$ cat src/hdl/erg_pkg.sv
// shared types and constants of the euclidean rhythm generator
package erg_pkg;

  localparam int unsigned MaxSteps = 32;
  localparam int unsigned PulseW   = 7;
  localparam int unsigned StepW    = 6;
  localparam int unsigned RotW     = 16;
  localparam int unsigned WordW    = 32;
  localparam int unsigned RotCntW  = $clog2(RotW);

  typedef logic [WordW-1:0] word_t;
  typedef logic [StepW-1:0] cnt_t;

  typedef struct packed {
    logic load;
    logic mod_step;
    logic fold_step;
    logic cat_step;
    logic finish;
  } cmd_t;

  typedef struct packed {
    logic bad;
    logic mod_last;
    logic fold_more;
    logic cat_done;
  } status_t;

endpackage

$ cat src/hdl/erg_if.sv
// request and response channel interfaces
interface erg_req_if;
  import erg_pkg::*;
  logic                valid;
  logic                ready;
  logic [PulseW-1:0]   pulse_count;
  logic [StepW-1:0]    step_count;
  logic [RotW-1:0]     rotate_by;

  modport source (output valid, pulse_count, step_count, rotate_by, input ready);
  modport sink (input valid, pulse_count, step_count, rotate_by, output ready);
endinterface

interface erg_rsp_if;
  import erg_pkg::*;
  logic              valid;
  logic              ready;
  logic              valid_res;
  logic [WordW-1:0]  rhythm_bits;

  modport source (output valid, valid_res, rhythm_bits, input ready);
  modport sink (input valid, valid_res, rhythm_bits, output ready);
endinterface

$ cat src/hdl/euclidean_rhythm_generator.sv
// Euclidean rhythm generator: one request (pulse count, step count, rotation)
// gives one transfer of a rhythm word, bit i being step i, built by folding
// groups of ones and zeros. An accepted request runs the bit-serial rotation
// modulo, then the fold rounds, then lays out the word group by group, and
// last inverts and rotates it. A step count of zero or above 32 returns in
// the cycle after acceptance with valid_res low and a zero word. One request
// is in flight at a time; the next is taken after the result transfer.
module euclidean_rhythm_generator (
  input logic       clk_i,
  input logic       rst_ni,
  erg_req_if.sink   req_i,
  erg_rsp_if.source rsp_o
);
  import erg_pkg::*;

  cmd_t    cmd;
  status_t status;

  erg_ctrl u_ctrl (
    .clk_i       (clk_i),
    .rst_ni      (rst_ni),
    .in_valid_i  (req_i.valid),
    .in_ready_o  (req_i.ready),
    .out_valid_o (rsp_o.valid),
    .out_ready_i (rsp_o.ready),
    .status_i    (status),
    .cmd_o       (cmd)
  );

  erg_dp u_dp (
    .clk_i         (clk_i),
    .pulse_count_i (req_i.pulse_count),
    .step_count_i  (req_i.step_count),
    .rotate_by_i   (req_i.rotate_by),
    .cmd_i         (cmd),
    .status_o      (status),
    .valid_res_o   (rsp_o.valid_res),
    .rhythm_bits_o (rsp_o.rhythm_bits)
  );

endmodule

$ cat src/hdl/erg_ctrl.sv
// sequencing state machine of the rhythm generator
module erg_ctrl (
  input  logic             clk_i,
  input  logic             rst_ni,
  input  logic             in_valid_i,
  output logic             in_ready_o,
  output logic             out_valid_o,
  input  logic             out_ready_i,
  input  erg_pkg::status_t status_i,
  output erg_pkg::cmd_t    cmd_o
);
  import erg_pkg::*;

  localparam logic [2:0] S_IDLE = 3'd0;
  localparam logic [2:0] S_MOD  = 3'd1;
  localparam logic [2:0] S_FOLD = 3'd2;
  localparam logic [2:0] S_CAT  = 3'd3;
  localparam logic [2:0] S_FIN  = 3'd4;
  localparam logic [2:0] S_OUT  = 3'd5;

  logic [2:0] state_q, state_d;

  assign in_ready_o  = (state_q == S_IDLE);
  assign out_valid_o = (state_q == S_OUT);

  always_comb begin
    state_d = state_q;
    cmd_o   = '0;
    case (state_q)
      S_IDLE: begin
        if (in_valid_i) begin
          cmd_o.load = 1'b1;
          state_d    = status_i.bad ? S_OUT : S_MOD;
        end
      end
      S_MOD: begin
        cmd_o.mod_step = 1'b1;
        if (status_i.mod_last) state_d = S_FOLD;
      end
      S_FOLD: begin
        if (status_i.fold_more) cmd_o.fold_step = 1'b1;
        else state_d = S_CAT;
      end
      S_CAT: begin
        if (status_i.cat_done) state_d = S_FIN;
        else cmd_o.cat_step = 1'b1;
      end
      S_FIN: begin
        cmd_o.finish = 1'b1;
        state_d      = S_OUT;
      end
      S_OUT: begin
        if (out_ready_i) state_d = S_IDLE;
      end
      default: state_d = S_IDLE;
    endcase
  end

  always_ff @(posedge clk_i or negedge rst_ni) begin
    if (!rst_ni) begin
      state_q <= S_IDLE;
    end else begin
      state_q <= state_d;
    end
  end

endmodule

$ cat src/hdl/erg_dp.sv
// datapath: rotation modulo, group folding, concatenation and final invert and rotate
module erg_dp (
  input  logic                       clk_i,
  input  logic [erg_pkg::PulseW-1:0] pulse_count_i,
  input  logic [erg_pkg::StepW-1:0]  step_count_i,
  input  logic [erg_pkg::RotW-1:0]   rotate_by_i,
  input  erg_pkg::cmd_t              cmd_i,
  output erg_pkg::status_t           status_o,
  output logic                       valid_res_o,
  output logic [erg_pkg::WordW-1:0]  rhythm_bits_o
);
  import erg_pkg::*;

  cnt_t               n_q, xn_q, yn_q, la_q, lb_q, pos_q, rem_q;
  word_t              a_q, b_q, acc_q, res_q;
  logic               inv_q, rneg_q, vres_q;
  logic [RotW-1:0]    rmag_q;
  logic [RotCntW-1:0] rcnt_q;

  logic [PulseW-1:0]  mag;
  cnt_t               ons, keep, rest, rot_r;
  logic [StepW:0]     trial;
  word_t              mask, w_inv, w_rot;

  // load-time decode
  always_comb begin
    mag = pulse_count_i[PulseW-1] ? PulseW'(-pulse_count_i) : pulse_count_i;
    ons = (mag > PulseW'(step_count_i)) ? step_count_i : StepW'(mag);
  end

  assign status_o.bad = (step_count_i == '0) ||
                        ({1'b0, step_count_i} > (StepW+1)'(MaxSteps));
  assign status_o.mod_last  = (rcnt_q == RotCntW'(RotW-1));
  assign keep               = (xn_q < yn_q) ? xn_q : yn_q;
  assign rest               = (xn_q > yn_q) ? xn_q - yn_q : yn_q - xn_q;
  assign status_o.fold_more = (keep > StepW'(1));
  assign status_o.cat_done  = (xn_q == '0) && (yn_q == '0);

  assign trial = {rem_q, rmag_q[RotW-1]};

  always_comb begin
    mask  = (n_q >= StepW'(WordW)) ? '1 : ((WordW'(1) << n_q) - WordW'(1));
    w_inv = (inv_q ? ~acc_q : acc_q) & mask;
    rot_r = (rneg_q && rem_q != '0) ? n_q - rem_q : rem_q;
    w_rot = ((w_inv << rot_r) | (w_inv >> (n_q - rot_r))) & mask;
  end

  always_ff @(posedge clk_i) begin
    if (cmd_i.load) begin
      n_q    <= step_count_i;
      inv_q  <= pulse_count_i[PulseW-1];
      rneg_q <= rotate_by_i[RotW-1];
      rmag_q <= rotate_by_i[RotW-1] ? RotW'(-rotate_by_i) : rotate_by_i;
      rem_q  <= '0;
      rcnt_q <= '0;
      xn_q   <= ons;
      yn_q   <= step_count_i - ons;
      a_q    <= WordW'(1);
      b_q    <= '0;
      la_q   <= StepW'(1);
      lb_q   <= StepW'(1);
      acc_q  <= '0;
      pos_q  <= '0;
      res_q  <= '0;
      vres_q <= ~status_o.bad;
    end
    if (cmd_i.mod_step) begin
      rem_q  <= (trial >= {1'b0, n_q}) ? StepW'(trial - {1'b0, n_q}) : StepW'(trial);
      rmag_q <= rmag_q << 1;
      rcnt_q <= rcnt_q + RotCntW'(1);
    end
    if (cmd_i.fold_step) begin
      a_q  <= a_q | (b_q << la_q);
      la_q <= la_q + lb_q;
      yn_q <= rest;
      if (xn_q > yn_q) begin
        b_q  <= a_q;
        lb_q <= la_q;
        xn_q <= keep;
      end
    end
    if (cmd_i.cat_step) begin
      if (xn_q != '0) begin
        acc_q <= acc_q | (a_q << pos_q);
        pos_q <= pos_q + la_q;
        xn_q  <= xn_q - StepW'(1);
      end else begin
        acc_q <= acc_q | (b_q << pos_q);
        pos_q <= pos_q + lb_q;
        yn_q  <= yn_q - StepW'(1);
      end
    end
    if (cmd_i.finish) begin
      res_q <= w_rot;
    end
  end

  assign valid_res_o   = vres_q;
  assign rhythm_bits_o = res_q;

endmodule

$ cat src/flat_wrapper.sv
// flat-port wrapper written by rule: the top's interface ports become plain ports
module euclidean_rhythm_generator_flat import erg_pkg::*;
  (clk_i, rst_ni, req_i_valid, req_i_pulse_count, req_i_step_count, req_i_rotate_by, req_i_ready, rsp_o_valid, rsp_o_valid_res, rsp_o_rhythm_bits, rsp_o_ready);
  erg_req_if req_i_i ();
  erg_rsp_if rsp_o_i ();
  input logic clk_i;
  input logic rst_ni;
  input wire logic [$bits(req_i_i.valid)-1:0] req_i_valid;
  input wire logic [$bits(req_i_i.pulse_count)-1:0] req_i_pulse_count;
  input wire logic [$bits(req_i_i.step_count)-1:0] req_i_step_count;
  input wire logic [$bits(req_i_i.rotate_by)-1:0] req_i_rotate_by;
  output wire logic [$bits(req_i_i.ready)-1:0] req_i_ready;
  output wire logic [$bits(rsp_o_i.valid)-1:0] rsp_o_valid;
  output wire logic [$bits(rsp_o_i.valid_res)-1:0] rsp_o_valid_res;
  output wire logic [$bits(rsp_o_i.rhythm_bits)-1:0] rsp_o_rhythm_bits;
  input wire logic [$bits(rsp_o_i.ready)-1:0] rsp_o_ready;
  assign req_i_i.valid = req_i_valid;
  assign req_i_i.pulse_count = req_i_pulse_count;
  assign req_i_i.step_count = req_i_step_count;
  assign req_i_i.rotate_by = req_i_rotate_by;
  assign req_i_ready = req_i_i.ready;
  assign rsp_o_valid = rsp_o_i.valid;
  assign rsp_o_valid_res = rsp_o_i.valid_res;
  assign rsp_o_rhythm_bits = rsp_o_i.rhythm_bits;
  assign rsp_o_i.ready = rsp_o_ready;
  euclidean_rhythm_generator u_core (.clk_i(clk_i), .rst_ni(rst_ni), .req_i(req_i_i), .rsp_o(rsp_o_i));
endmodule
$ cat config.mk
export PLATFORM = sky130hd
export DESIGN_NAME = euclidean_rhythm_generator_flat
export DESIGN_NICKNAME = d
export VERILOG_FILES = /design/src/hdl/erg_pkg.sv /design/src/hdl/erg_if.sv /design/src/hdl/euclidean_rhythm_generator.sv /design/src/hdl/erg_ctrl.sv /design/src/hdl/erg_dp.sv /design/src/flat_wrapper.sv
export SDC_FILE = /design/constraint.sdc
export NUM_CORES = 1
export LEC_CHECK = 0
export BUFFER_PORTS_ARGS = -buffer_cell sky130_fd_sc_hd__buf_2
export CORE_ASPECT_RATIO = 0.9
export CORE_UTILIZATION = 30
export CTS_CLUSTER_SIZE = 8
export DETAILED_ROUTE_END_ITERATION = 12
export HOLD_SLACK_MARGIN = 0.08
export PLACE_DENSITY_LB_ADDON = 0.1
export SKIP_LAST_GASP = 1
export SLEW_MARGIN = 20
export SYNTH_ARGS = -nofsm -noshare
export SYNTH_HDL_FRONTEND = slang
export SYNTH_SLANG_ARGS = --single-unit
$ cat constraint.sdc
create_clock -name clk_i -period 6.4 [get_ports clk_i]
set_input_delay 0.96 -clock clk_i [delete_from_list [all_inputs] [get_ports clk_i]]
set_output_delay 0.96 -clock clk_i [all_outputs]
set_load 0.005 [all_outputs]
* Word-level counts from Yosys, hierarchy flattened
Index checks and enable logic that the tools add are counted.
** Storage, ports and cells
- Bits of input ports :: 33
- Flip-flop bits (word level) :: 196
- Output and inout bits :: 35
- Word-level logic and storage cells :: 134
** Cells by class
- Order comparisons :: 7
- Reduce and logical (&&, ||, !) cells :: 14
- Add/subtract/negate cells :: 15
- Bitwise gates (word level) :: 8
- Shift-type cells :: 6
- Eq/ne operators :: 11
- Multiplexer cells :: 55
** Operator list (count)
- $mux 32 :: 11
- $mux 6 :: 23
- $or 32x32->32 :: 4
- $shl 32x6->32 :: 4
- $and 32x32->32 :: 2
- $mux 16 :: 3
- $sub 6x6->6 :: 6
- $not 32->32 :: 1
- $shl 1x6->32 const A :: 1
- $shr 32x6->32 :: 1
- $sub 32x1->32 const B :: 1
- $add 6x6->6 :: 3
- $logic_not 6->1 :: 3
- $mux 3 :: 6
- $pmux 3 s6 :: 1
- $neg 16->16 :: 1
- $reduce_bool 6->1 :: 2
- $sub 6x1->6 const B :: 2
- $mux 1 :: 8
- $mux 4 :: 2
- $reduce_bool 2->1 :: 4
- $ge 7x6->1 :: 1
- $gt 7x6->1 :: 1
- $mux 7 :: 1
- 18 further kinds :: 24

* Depth between registers and ports, before layout
- Depth after elaboration :: 9
- Depth in mapped cells :: 24
- Gate-level depth less buffers :: 22

* Modules after synthesis
A second synthesis with hierarchy kept.
** Unflattened totals
- Cell total of the unflattened synthesis :: 2224
- Area total of the unflattened synthesis :: 19014.5 sq um
** Modules (own cells, without submodules)
- erg_dp :: area each 18783.0 sq um, sequential area each 5285.1 sq um, cells an instance 2195, instances 1
- erg_ctrl :: area each 231.5 sq um, sequential area each 75.1 sq um, cells an instance 29, instances 1

* Worst setup path before layout
Ideal clock, no wire load.
- Path kind :: reg-to-reg
- From :: register u_core.u_dp.n_q[0]
- To :: register u_core.u_dp.res_q[5], in the netlist u_core.u_dp.rhythm_bits_o[5], data pin
- Clock period less this slack :: 5.198 ns
- Path buffers :: 9
- Cell stages (with the launch flop) :: 24
- Data arrival time :: 4.942 ns
- Slack :: 1.202 ns
- Library setup time :: 0.256 ns
- Required time :: 6.144 ns
- Cells stage by stage :: edfxtp_1 buf_2 clkbuf_1 inv_1 ha_1 inv_1 fa_1 xnor2_1 a21oi_1 and2_1 buf_2 clkinv_1 buf_1 clkbuf_1 ha_1 xor2_1 clkbuf_1 clkbuf_1 buf_2 buf_1 nand2_1 a31oi_1 nand2_1 a22o_1
** On the way
- Cells in the longest elaborated chain, start to end :: 8
- Elaborated cells between the ends (all ways) :: 13
- Those cells by class :: 3 x add/sub; 1 x order compare; 3 x shift; 3 x mux; 3 x bitwise
** RTL lines
- start, declared :: line erg_dp.sv:14 : cnt_t n_q, xn_q, yn_q, la_q, lb_q, pos_q, rem_q;
- start signal, assigned :: line erg_dp.sv:50 : n_q <= step_count_i;
- $shl 1x6->32 :: line erg_dp.sv:42 : mask = (n_q >= StepW'(WordW)) ? '1 : ((WordW'(1) << n_q) - WordW'(1));
- $sub 32x1->32 :: line erg_dp.sv:42
- $mux 32 :: line erg_dp.sv:42
- $and 32x32->32 :: line erg_dp.sv:43 : w_inv = (inv_q ? ~acc_q : acc_q) & mask;
- $shl 32x6->32 / $shr 32x6->32 (equally long branches) :: line erg_dp.sv:45 : w_rot = ((w_inv << rot_r) | (w_inv >> (n_q - rot_r))) & mask;
- $or 32x32->32 :: line erg_dp.sv:45
- $and 32x32->32 * :: line erg_dp.sv:45
- $mux 32 * :: line erg_dp.sv:93 : if (cmd_i.finish) begin
- end signal, assigned :: line erg_dp.sv:94 : res_q <= w_rot;
- end, declared :: line erg_dp.sv:15 : word_t a_q, b_q, acc_q, res_q;
Mark *: on every way between the ends. The rest lies on a longest branch, timed or not.
A chain may end at the register's enable or synchronous reset.

* Final worst setup path
- From :: register u_core.u_dp.n_q[0]
- To :: register u_core.u_dp.res_q[9], in the netlist u_core.u_dp.rhythm_bits_o[9], data pin
Same word-level chain as after synthesis.

==> impl_metrics.ini <==
[global_routing]
grt_pass1_wl_um = 113000
grt_max_degree = 77
grtUsageTotal_pct = 23.8
overflow = 0
grt_pass1_vias = 16900
antenna_found_initial = 0

[synthesis]
yosys_most_used_dff = edfxtp_1
postSynthNetCount = 2362
synth_top_area_cell = edfxtp_1
synth_cell_types = 97
synth_area_um2 = 18600
ys_seq_elements = 196
synth-seq-area-share_pct = 28.8
synth-edff-count = 142
yosysWarnings = 0
async_flop_share_pct = 1.53
syn_inst = 2267
synth_area_leaders = edfxtp_1, mux2i_1, nand2_1, dfxtp_1, nor2_1
syn_area_per_cell_um2 = 8.22
synth_top_area_share_pct = 22.9

[clock_network]
post_cts_resized = 0
cts_tree = done
path_clk_slew_ns = 0.08
numCtsBuffers = 17
postCtsSetupRepairBufs = 0
h-tree-depth = 4
clock_sinks = 196
cts_hold_buf = 0
cts_buffer_depth = 2
cts-root-buf = clkbuf_16
clock_latency_ns = 0.51

[routing]
post_drt_wl_per_cell_um = 25.0
viasPerCell = 5.87
vias = 17900
drtAntennaViolNets = 0
dr.pass1.iters = 6
drt_iter0_markers = 1709
drt-total-wl_um = 76100
drc = 0

[finish]
area_growth_pct = 8.95
finalNetCount = 2334
drive_above_1_share_pct = 11.9
post-route-util_pct = 33.1
num_antenna_cells = 0
fillCellCount = 6573

[run]
max_cap_violations = 0

[critical_path]
required_ns = 6.66
critPathMostFrequentCell = inv_1
crit_slowest_cell = nor2_1
path_buf_inv = 3
r2r_cells = 17
crit_arrival_ns = 5.69
crit_path_end_kind = flip-flop
critical_path.top_delay_family = compound AO/OA/AOI/OAI gates
worst-setup-path-type = flip-flop to flip-flop
start_kind = flip-flop
path_max_fanout = 15
r2r_slack_ns = 0.97
cp.depth = 17
worstReg2RegEnd = u_core.u_dp.rhythm_bits_o[9]
timing.rr.start = u_core.u_dp.n_q[0]
crit_chain = inv_1 > ha_1 > inv_1 > fa_1 > a21o_1 > a21oi_1 > xnor2_1 > a31o_2 > inv_1 > ha_1 > nor2b_1 > a221oi_1 > nand2_1 > xnor2_1 > nor2_1 > nand4_1 > a32oi_1
max_stage_delay_ns = 0.56
crit_start = u_core.u_dp.n_q[0]

[timing]
min_period_ns = 5.43
finalClockSkew_ns = 0.0213
hold_violations = 0
fin_setup_tns_ns = 0
worstMarginPinSlew_ns = 1.04
fmax_mhz = 184
fin_crit_sh_pct = 84.8
max-slew-margin-rel_pct = 30.2
final_max_slew_viol_count = 0
rsz0062_at_grt = false
setup_viol = 0
whs_ns = 0.254

[floorplanning]
coreArea_um2 = 61300
ioPinCount = 68
dieArea_um2 = 63100
start_util_pct = 30.4
die_height_um = 238
rows = 86
die_w_um = 265

[run_status]
status = completed

[placed_design]
place_congestion = 0.962
io_buffers = 67
hpwl_um = 58400

[worst_hold_path]
hp-class = input port to asynchronous set/reset pin
## routing by layer
layer	global-route usage [%]	share of wire, %
met1	32.5	46
met2	36.9	44
met3	4.00	5.7
met4	10.2	3.9
met5	0	0
## state kept, by name (all words and copies together) (netlist names)
| register | count |
|---|---|
| u_core.u_dp.acc_q | 32 |
| u_core.u_dp.rem_q | 6 |
| u_core.u_dp.a_q | 32 |
| u_core.u_dp.lb_q | 6 |
| u_core.u_dp.rcnt_q | 4 |
| u_core.u_dp.la_q | 6 |
| u_core.u_dp.yn_q | 6 |
| u_core.u_dp.n_q | 6 |
| u_core.u_dp.valid_res_o | 1 |
| u_core.u_dp.xn_q | 6 |
| u_core.u_dp.b_q | 32 |
| u_core.u_dp.rhythm_bits_o | 32 |
| u_core.u_ctrl.state_q | 3 |
| u_core.u_dp.pos_q | 6 |
| u_core.u_dp.rneg_q | 1 |
| u_core.u_dp.rmag_q | 16 |
| u_core.u_dp.inv_q | 1 |
## cell type report
| class | instances | area (um2) | area share, % |
|---|---|---|---|
| Timing Repair Buffer | 124 | 763 | 3.76 |
| Inverter | 64 | 240 | 1.18 |
| Tap cell | 792 | 991 | 4.88 |
| Clock inverter | 15 | 140 | 0.690 |
| Clock buffer | 17 | 425 | 2.09 |
| Multi-Input combinational cell | 1836 | 12400 | 61.0 |
| Sequential cell | 196 | 5360 | 26.4 |
## metrics by stage
stage	area [um2]	setup WS [ns]	std cells
floorplan	18600	1.20	2267
global placement	19700	1.03	3012
detailed placement	19700	1.13	3012
CTS	20300	1.09	3044
global route	20300	0.763	3044
finish	20300	0.971	3044
## cells in the final DEF, fill, tap and decap left out, types with 12 or more instances in the layout
master / count
a211o_1: 12
a211oi_1: 41
a21o_1: 23
a21oi_1: 163
a221oi_1: 15
a22oi_1: 17
a31oi_1: 22
and2_1: 23
buf_2: 67
buf_4: 57
clkbuf_16: 17
dfxtp_1: 51
edfxtp_1: 142
ha_1: 54
inv_1: 60
mux2_2: 35
mux2i_1: 192
mux4_2: 24
nand2_1: 297
nand2b_1: 14
nand3_1: 44
nor2_1: 234
nor2b_1: 31
nor3_1: 43
nor4_1: 13
o211ai_1: 34
o21a_1: 16
o21ai_0: 147
o22ai_1: 18
o31ai_1: 17
or3_1: 12
xnor2_1: 50
xor2_1: 33
## kinds of logic (layout without fill, tap and decap cells)
logic type | after synthesis | after routing | synth area share (%)
compound gates | 649 | 649 | 23.1
xor+xnor | 87 | 87 | 4.09
fa+ha+maj | 62 | 62 | 4.48
buf+inv | 235 | 220 | 5.26
flops | 196 | 196 | 28.8
mux | 252 | 252 | 15.4
simple gates | 786 | 786 | 18.9
## worst max path at each step
stage                                         to  slack [ns]
floorplan           u_core.u_dp.rhythm_bits_o[5]        1.20
finish              u_core.u_dp.rhythm_bits_o[9]        0.97
global placement    u_core.u_dp.rhythm_bits_o[9]        1.03
CTS                 u_core.u_dp.rhythm_bits_o[9]        1.09
detailed placement  u_core.u_dp.rhythm_bits_o[9]        1.13
global route        u_core.u_dp.rhythm_bits_o[4]        0.76
## cell usage after synthesis (24+ instances only)
cell      number
dfxtp_1       51
mux4_2        24
mux2i_1      192
clkbuf_1     113
ha_1          54
edfxtp_1     142
xnor2_1       52
mux2_2        35
xor2_1        35
o211ai_1      34
nand2_1      301
a21oi_1      163
a211oi_1      41
nor2b_1       31
nand3_1       44
nor2_1       235
inv_1         60
nor3_1        45
o21ai_0      147
Power is not shown: default switching activity piles up to over one toggle a cycle in this logic, so the estimate is an artifact.
